## src/rtl/salct_pkg.sv

```systemverilog
// Package: shared types, constants and helpers of the cache tag store.
`default_nettype none
package salct_pkg;

    localparam int DEF_MAX_SETS   = 256;
    localparam int DEF_MAX_WAYS   = 8;
    localparam int DEF_ADDR_WIDTH = 32;

    localparam int FIELD_ADDR_W = 32;
    localparam int OPCODE_W     = 2;
    localparam int CFG_ADDR_W   = 2;
    localparam int CFG_DATA_W   = 4;
    localparam int WAY_OUT_W    = 3;
    localparam int COUNT_W      = 32;
    localparam int OUT_DATA_W   = 136;

    localparam logic [CFG_ADDR_W-1:0] CFG_OFFSET_BITS = 2'd0;
    localparam logic [CFG_ADDR_W-1:0] CFG_INDEX_BITS  = 2'd1;
    localparam logic [CFG_ADDR_W-1:0] CFG_WAYS_IN_USE = 2'd2;

    localparam logic [CFG_DATA_W-1:0] RST_OFFSET_BITS = 4'd5;
    localparam logic [CFG_DATA_W-1:0] RST_INDEX_BITS  = 4'd6;
    localparam logic [CFG_DATA_W-1:0] RST_WAYS_IN_USE = 4'd4;

    localparam logic [OPCODE_W-1:0] OP_WRITE = 2'd1;

    typedef struct packed {
        logic clear;
        logic load;
        logic lookup;
    } ctl_cmd_t;

    typedef struct packed {
        logic clear_last;
    } ctl_sts_t;

    function automatic int floor_log2(input int v);
        int r;
        int x;
        r = 0;
        x = v;
        while (x > 1) begin
            x = x / 2;
            r = r + 1;
        end
        return r;
    endfunction

endpackage
`default_nettype wire

```

## src/rtl/salct_ctrl.sv

```systemverilog
// Controller: sequences the clearing pass and each access through read, lookup and send.
`default_nettype none
module salct_ctrl
    import salct_pkg::*;
(
    input  wire logic     aclk,
    input  wire logic     aresetn,
    input  wire logic     s_tvalid,
    output logic          s_tready,
    output logic          m_tvalid,
    input  wire logic     m_tready,
    input  wire ctl_sts_t sts,
    output ctl_cmd_t      cmd
);

    typedef enum logic [3:0] {
        ST_CLEAR = 4'b0001,
        ST_IDLE  = 4'b0010,
        ST_LOOK  = 4'b0100,
        ST_SEND  = 4'b1000
    } state_t;

    state_t state_reg, state_next;

    always_ff @(posedge aclk) begin
        if (!aresetn) begin
            state_reg <= ST_CLEAR;
        end else begin
            state_reg <= state_next;
        end
    end

    always_comb begin
        state_next = state_reg;
        cmd        = '0;
        s_tready   = 1'b0;
        m_tvalid   = 1'b0;
        unique case (state_reg)
            ST_CLEAR: begin
                cmd.clear = 1'b1;
                if (sts.clear_last) state_next = ST_IDLE;
            end
            ST_IDLE: begin
                s_tready = 1'b1;
                cmd.load = s_tvalid;
                if (s_tvalid) state_next = ST_LOOK;
            end
            ST_LOOK: begin
                cmd.lookup = 1'b1;
                state_next = ST_SEND;
            end
            ST_SEND: begin
                m_tvalid = 1'b1;
                if (m_tready) state_next = ST_IDLE;
            end
            default: state_next = ST_CLEAR;
        endcase
    end

`ifndef SYNTHESIS
    a_one_side: assert property (@(posedge aclk) disable iff (!aresetn)
        $onehot0({s_tready, m_tvalid, cmd.clear, cmd.lookup}))
        else $error("controller drives more than one phase");
    a_load_to_look: assert property (@(posedge aclk) disable iff (!aresetn)
        cmd.load |=> cmd.lookup)
        else $error("accepted transfer not looked up next cycle");
    a_look_to_send: assert property (@(posedge aclk) disable iff (!aresetn)
        cmd.lookup |=> (m_tvalid && !s_tready))
        else $error("lookup not followed by result");
`endif

endmodule
`default_nettype wire

```

## config.mk

```make
export PLATFORM = sky130hd
export DESIGN_NAME = salct_ctrl
export DESIGN_NICKNAME = d
export VERILOG_FILES = /design/src/rtl/salct_pkg.sv /design/src/rtl/salct_ctrl.sv
export SDC_FILE = /design/constraint.sdc
export NUM_CORES = 1
export LEC_CHECK = 0
export BUFFER_PORTS_ARGS = -buffer_cell sky130_fd_sc_hd__buf_2
export CORE_AREA = 2 2 39 41
export CTS_CLUSTER_DIAMETER = 40
export DETAILED_ROUTE_END_ITERATION = 6
export DIE_AREA = 0 0 41 43
export HOLD_SLACK_MARGIN = 0.03
export PLACE_DENSITY = 0.39
export SYNTH_ARGS = -nofsm -noshare
export SYNTH_HDL_FRONTEND = slang
export SYNTH_SLANG_ARGS = --single-unit
```

## constraint.sdc

```tcl
create_clock -name aclk -period 2.8 [get_ports aclk]
set_input_delay 0.42 -clock aclk [delete_from_list [all_inputs] [get_ports aclk]]
set_output_delay 0.42 -clock aclk [all_outputs]
set_load 0.01 [all_outputs]
```

# Word-level counts from Yosys, hierarchy flattened
# Cells that the tools add are included.
# word_totals
register_bits	4
in_bits	5
output_inout_bits	5
wordCells	18
# classes
n_eq_ne	7
n_mux	9
reduce_logical	1
# op_table
cell	n
one-hot mux 4 bit (4 select lines)	1
2-to-1 mux 4 bit	3
!= test 2 bit, second input constant	3
2-to-1 mux 1 bit	5
equality test 4 x 1 -> 1 bit, second input constant	1
equality test 4 x 2 -> 1 bit, second input constant	1
equality test 4 x 3 -> 1 bit, second input constant	1
equality test 4 bit, second input constant	1
AND reduction 3 bit	1

# Depth between registers and ports, before layout
# Gate-level depths: netlist of the first run.
# logic_depth
depth_word	3
ltp_mapped	3
mapped_depth_nobuf	3

# Least setup slack after synthesis of the first run
# No wires, ideal clock.
# synth_timing
kind	register -> output
start	reg state_reg[0]
end	out cmd[1] in the netlist's numbering
arrival_time_ns	1.034
t_required_ns	2.380
setup_slack_ns	1.346
stages_incl_launch_ff	3
n_path_buf	0
path_cell_list	dfxtp_1 nor4b_2 and2_1
# synth_rtl
item	line	text
start: declaration	salct_ctrl.sv:23	state_t state_reg, state_next;
start signal: assignment	salct_ctrl.sv:29	state_reg <= state_next;
end: declaration	salct_ctrl.sv:13	output ctl_cmd_t cmd

==> results of run 1 <==
-- per-layer routing --
layer / vias to the layer above / track usage
met5: - / 0
met4: 0 / 0.0400
met3: 0 / 0.0628
met2: 11 / 0.131
met1: 109 / 0.0895
li1: 113 / -
-- how the worst max path moves through the flow --
stage	start	cells after the start	end	slack, ps
after floorplan	state_reg[0]$_SDFFE_PN1P_	2	cmd[1]	1350
after global placement	state_reg[0]$_SDFFE_PN1P_	3	cmd[1]	1370
after detailed placement	state_reg[0]$_SDFFE_PN1P_	3	cmd[1]	1350
after CTS	state_reg[0]$_SDFFE_PN1P_	3	cmd[1]	1080
after global routing	state_reg[0]$_SDFFE_PN1P_	3	cmd[1]	940
final	state_reg[0]$_SDFFE_PN1P_	3	cmd[1]	1070
-- cell families after synthesis --
kind of cell,count (synthesis),share of synthesized area
simple gates,14,0.454
flops,4,0.368
compound gates,4,0.161
buf+inv,1,0.0172
-- stage by stage --
stage / area, µm² / cells
floorplan: 218 / 23
global placement: 283 / 48
detailed placement: 283 / 48
CTS: 305 / 51
global route: 305 / 51
finish: 305 / 51
-- power groups by stage --
stage | registers, mW | clock network [mW] | logic (mW)
final | 0.0635 | 0.0734 | 0.0165
after global placement | 0.0641 | 0 | 0.0164
after global routing | 0.0637 | 0.0815 | 0.0184
after detailed placement | 0.0644 | 0 | 0.0166
after floorplan | 0.0633 | 0 | 0.00965
after CTS | 0.0634 | 0.0787 | 0.0167
-- cell type report --
| type | count | area (µm²) |
|---|---|---|
| flip-flops and latches | 4 | 80.1 |
| clock buffers | 3 | 22.5 |
| fillers | 150 | 1080 |
| multi-input cells | 18 | 134 |
| inverters | 1 | 3.75 |
| well taps | 16 | 20.0 |
| repair buffers | 9 | 45.0 |
-- synth_stat cells --
| cell type | instances | area [µm²] |
|---|---|---|
| o21ai_1 | 1 | 5.00 |
| nor3_1 | 2 | 10.0 |
| and3_1 | 2 | 12.5 |
| nor4b_2 | 1 | 15.0 |
| inv_1 | 1 | 3.75 |
| nor2_1 | 2 | 7.51 |
| nand4bb_1 | 1 | 11.3 |
| a21boi_0 | 1 | 7.51 |
| or4b_1 | 1 | 10.0 |
| a311oi_2 | 1 | 15.0 |
| nor4b_1 | 1 | 8.76 |
| nand3_1 | 1 | 5.00 |
| o31ai_1 | 1 | 7.51 |
| dfxtp_1 | 4 | 80.1 |
| nand2b_1 | 2 | 12.5 |
| and2_1 | 1 | 6.26 |
==> out/summary.txt, run 1 <==
clock skew = 5.29 ps
Hold EP = state_reg[0]$_SDFFE_PN1P_
PnR Total Power = 0.153 mW
highest metal used = met3
post-synthesis cell type count = 16
initial antenna violation count = 0
syn_nets = 28
CP max stage cell = nor4b_2
detailed-route via count = 233
Worst-path clk slew = 40 ps
fin worst setup slack = 1070 ps
Hold Buf Count CTS = 0
Metal-1 WL = 238 µm
Placer Congestion = 0.812
GRT overflow = 0
status = finished, final reports clean
clk buf depth = 2
Via density = 4.57
Ports = 10
Pre-antenna DRT Iters = 4
DRC viols = 0
number of max-cap violations = 0
H-tree Lvls = 1
PwrDens = 502 nW/µm²
R2R setup slack = 1570 ps
crit start category = register
count of buffer and inverter cells on the critical path = 1
All-Layer GR Usage = 0.0882
global-route wire length before repair = 1.00 mm
f_max = 580 MHz
max reg flops = 4
Initial Utilization = 0.157
post-CTS setup buffer count = 0
die area = 1760 µm²
Place WS = 1350 ps
commonest non-fill, non-tap cell in the layout = buf_2
worst-margin pin slew = 343 ps
maximum VDD drop = 0.000208 V
Yosys reg bits = 4
hold depth = 2
Hold Crit Start = aresetn
CP max stage delay = 410 ps
Final Hold Viols = 0
vias in the first global route = 253
share of layout cells above drive strength 1 = 0.400
Skew-Pair Late Insertion Delay = 240 ps
WL met2 = 308 µm
Leakage = 0.132 nW
combinational share of power = 0.108
final WL = 585 µm
NetSw = 0.0369 mW
post-layout net count = 42
Ys Warns = 0
Critical R2R Capture = state_reg[1]$_SDFFE_PN0P_
First DRT Iteration DRCs = 3
Synth Instances = 23
Core Util, Final = 0.221
RSZ-0062 raised after global routing = false
Setup TNS = 0 ps
reg2reg start = state_reg[0]$_SDFFE_PN1P_
critical path, cell by cell = nor4b_2, and2_1, buf_2
post-synthesis cell area = 218 µm²
worst-path maximum fanout = 7
Die Wd = 41 µm
Core Rows = 14
Core ar. = 1380 µm²
sequential fraction of the synthesis area = 0.368
WL per Instance = 11.5 µm
Die Span Y = 43 µm
Int Power = 0.117 mW
worst endpoint required time = 2380 ps
post-CTS sizing = 0
HPWL Detailed = 444 µm
crit path kind = register to primary output
Top Family by Delay on Critical Path = simple AND/OR/NAND/NOR gates
largest net degree at the start of global routing = 8
WL met3 = 38 µm
type of the worst min-delay path = primary input to register
Final Setup Violations = 0
Critical Path AT = 1310 ps
commonest cells after routing, fill and taps aside = buf_2, dfxtp_1, clkbuf_4
clock sinks = 4
Flop pwr share = 0.414
ant diodes = 0
final slew viol count = 0
syn avg cell area = 9.47 µm²
clk root buf = clkbuf_4
Num CTS Buffers = 3
post-route minimum period = 1730 ps
Clk pwr share = 0.479
Crit. End Element = primary output
worst hold margin = 400 ps
Synth-to-Final Area Change = 40.2%
crit share post-route = 0.616
Sw Ratio = 0.240
Port Buffers = 9
CTS tree = built
r2r worst-path depth = 2
Max transition margin = 0.771
Final ANT Viol Nets = 0
Power figures use the tool's default switching activity.
==> run 2: changes to the inputs <==
--- a/config.mk
+++ b/config.mk
@@ -5,13 +5,14 @@
 export SDC_FILE = /design/constraint.sdc
 export NUM_CORES = 1
 export LEC_CHECK = 0
+export ABC_AREA = 1
 export BUFFER_PORTS_ARGS = -buffer_cell sky130_fd_sc_hd__buf_2
 export CORE_AREA = 2 2 39 41
 export CTS_CLUSTER_DIAMETER = 40
 export DETAILED_ROUTE_END_ITERATION = 6
 export DIE_AREA = 0 0 41 43
 export HOLD_SLACK_MARGIN = 0.03
-export PLACE_DENSITY = 0.39
+export PLACE_DENSITY = 0.41
 export SYNTH_ARGS = -nofsm -noshare
 export SYNTH_HDL_FRONTEND = slang
 export SYNTH_SLANG_ARGS = --single-unit
==> constraint.sdc (replaced) <==
create_clock -name aclk -period 1.76 [get_ports aclk]
set_input_delay 0.264 -clock aclk [delete_from_list [all_inputs] [get_ports aclk]]
set_output_delay 0.264 -clock aclk [all_outputs]
set_load 0.01 [all_outputs]
==> run 2 against run 1 <==
  * Synthesized cell count grew 61%
  * Cell count grew 27%
  * First-iteration DRC count grew 33%
  * Routed wire length shrank 18%
  * Worst hold slack lost 160 ps
  * Count of clock-buffer cells in the layout is the same
  * Sequential share of layout area shrank 1.8 points
  * Die area is the same
  * Flip-flop and latch count is the same
  * Power grew 100%
  * Final area grew 7.4%
  * Combinational power grew to 5.2 times the previous value
  * Critical path type unchanged
==> out/summary.txt, run 2 <==
critical path, cell by cell = nor2_2, nand2_1, nor2_1, buf_2
clock sinks = 4 (unchanged)
final slew viol count = 0 (unchanged)
status = finished, final reports clean
Synth Instances = 37 (+61%)
filler cell count = 154 (+2.7%)
CTS tree = built
EDFF count, synth = 0 (unchanged)
WL per Instance = 7.42 µm (-35%)
Initial Utilization = 0.174 (+0.0163)
crit share post-route = 0.789
met2 Track Usage GR = 0.0656 (-0.0656)
Yosys reg bits = 4 (unchanged)
final WL = 482 µm (-18%)
HPWL Detailed = 405 µm (-8.7%)
DRC viols = 0 (unchanged)
global-route wire length before repair = 772 µm (-23%)
fin worst setup slack = 371 ps (-704 ps)
commonest cells after routing, fill and taps aside = inv_1, buf_2, nor2_1
CP max stage delay = 320 ps (-90 ps)
Final ANT Viol Nets = 0 (unchanged)
detailed-route via count = 249 (+6.9%)
max reg flops = 4 (unchanged)
FF/Latch Area = 80.1 µm² (unchanged)
combinational share of power = 0.280 (+0.172)
Leakage = 0.206 nW (+56%)
Pre-antenna DRT Iters = 4 (unchanged)
top cell types by occurrence after synthesis = inv_1, nor2_1, dfxtp_1, nand2_1, nand3_1
post-synthesis cell area = 240 µm² (+10%)
share of layout cells above drive strength 1 = 0.367 (-0.0327)
Multi-input gate area = 119 µm² (-11%)
f_max = 720 MHz
ant diodes = 0 (unchanged)
Worst-path clk slew = 40 ps (about the same)
crit start category = register
Core Rows = 14 (unchanged)
type of the worst min-delay path = primary input to register
hold depth = 2 (unchanged)
Synth-to-Final Area Change = 36.5%
Setup TNS = 0 ps (unchanged)
GR peak layer = met4
sequential fraction of the synthesis area = 0.333 (-0.0345)
Crit. End Element = primary output
most frequent cell after synthesis = inv_1
post-layout net count = 56 (+33%)
syn_nets = 42 (+50%)
clk buf depth = 2 (unchanged)
initial antenna violation count = 0 (unchanged)
Place WS = 611 ps (-735 ps)
post-CTS setup buffer count = 0 (unchanged)
post-route minimum period = 1390 ps
vias in the first global route = 213 (-16%)
NetSw = 0.0962 mW (+160%)
commonest non-fill, non-tap cell in the layout = inv_1
Hold Buf Count CTS = 0 (unchanged)
Core ar. = 1380 µm² (unchanged)
Port Buffers = 9 (unchanged)
number of max-cap violations = 0 (unchanged)
Top Family by Delay on Critical Path = simple AND/OR/NAND/NOR gates
post-synthesis cell type count = 10 (-6)
Sw Ratio = 0.311 (+0.0709)
worst endpoint required time = 1500 ps (-880 ps)
H-tree Lvls = 1 (unchanged)
r2r worst-path depth = 4 (+2)
M1 GR Usage = 0.0865 (-0.00292)
clock skew = 1.23 ps (-4.06 ps)
largest net degree at the start of global routing = 5 (-3)
Skew-Pair Late Insertion Delay = 240 ps (about the same)
async set-or-reset flop fraction in the synthesized netlist = 0 (unchanged)
worst-margin pin slew = 234 ps (-109 ps)
Synth area leaders = dfxtp_1, inv_1, nand3_2, nand3_1, nor2_1
Clk pwr share = 0.367 (-0.112)
crit path kind = register to primary output
Yosys top cell area share = 0.333 (-0.0345)
worst-path maximum fanout = 4 (-3)
met3 Track Usage GR = 0.0262 (-0.0366)
Flop pwr share = 0.353 (-0.061)
CP max stage cell = dfxtp_1
Via density = 3.83 (-16%)
Final Setup Violations = 0 (unchanged)
clk root buf = clkbuf_4
syn avg cell area = 6.49 µm² (-31%)
PwrDens = 943 nW/µm² (+88%)
Critical Path AT = 1130 ps (-180 ps)
Die Wd = 41 µm (unchanged)
All-Layer GR Usage = 0.0742 (-0.0140)
reg2reg start = state_reg[0]$_SDFFE_PN1P_
Ys Warns = 0 (unchanged)
count of buffer and inverter cells on the critical path = 1 (unchanged)
stages on the worst setup path = 4 (+1)
Placer Congestion = 0.754 (-7.2%)
post-CTS sizing = 0 (unchanged)
RSZ-0062 raised after global routing = false
Die Span Y = 43 µm (unchanged)
maximum VDD drop = 0.000253 V (+21%)
Int Power = 0.213 mW (+83%)
Hold Crit Start = aresetn
Final Hold Viols = 0 (unchanged)
GRT overflow = 0 (unchanged)
Max transition margin = 0.843 (+0.0728)
Top FF cell, synth = dfxtp_1
Worst Setup SP = state_reg[2]$_SDFFE_PN0P_
cell taking the most area after synthesis = dfxtp_1
die area = 1760 µm² (unchanged)
Ports = 10 (unchanged)
Num CTS Buffers = 3 (unchanged)
First DRT Iteration DRCs = 4 (+1)
-- run 2: logic make-up (layout without fill, tap and decap cells) --
logic type             Yosys count  in the layout  synth area share
buffers and inverters           11             23             0.172
AOI/OAI and AO/OA                1              1            0.0208
and+or+nand+nor                 21             21             0.474
DFF                              4              4             0.333
-- run 2: worst paths after layout --
path                                     to  slack, ps
setup reg to reg  state_reg[0]$_SDFFE_PN1P_        780
hold / removal    state_reg[0]$_SDFFE_PN1P_        240
hold reg to reg   state_reg[3]$_SDFFE_PN0P_        580
setup / recovery                     cmd[1]        370
-- run 2: through the flow --
step	hold WS (ps)	power [mW]	cell area [µm²]	std cells	utilization
floorplan	349	0.173	240	37	-
global placement	492	0.200	305	62	0.221
detailed placement	484	0.198	305	62	0.221
CTS	238	0.316	328	65	0.237
global route	242	0.338	328	65	0.237
finish	239	0.309	328	65	0.237
-- run 2: layer usage --
metal / routed length, µm / vias up
li1: - / 138
met2: 139 / 16
met3: 69 / 5
met4: 44 / 0
met5: 0 / -
met1: 229 / 90
-- run 2: area by class of cell --
type                    count  area share
clock buffers               3      0.0687
inverters                  11       0.126
multi-input cells          22       0.363
flip-flops and latches      4       0.244
well taps                  16      0.0611
repair buffers              9       0.137
-- run 2: power by group through the flow --
stage	registers, mW	logic, mW	clock network, mW
floorplan	0.109	0.0641	0
global placement	0.110	0.0896	0
detailed placement	0.110	0.0877	0
CTS	0.109	0.0882	0.118
global route	0.111	0.101	0.126
finish	0.109	0.0865	0.113
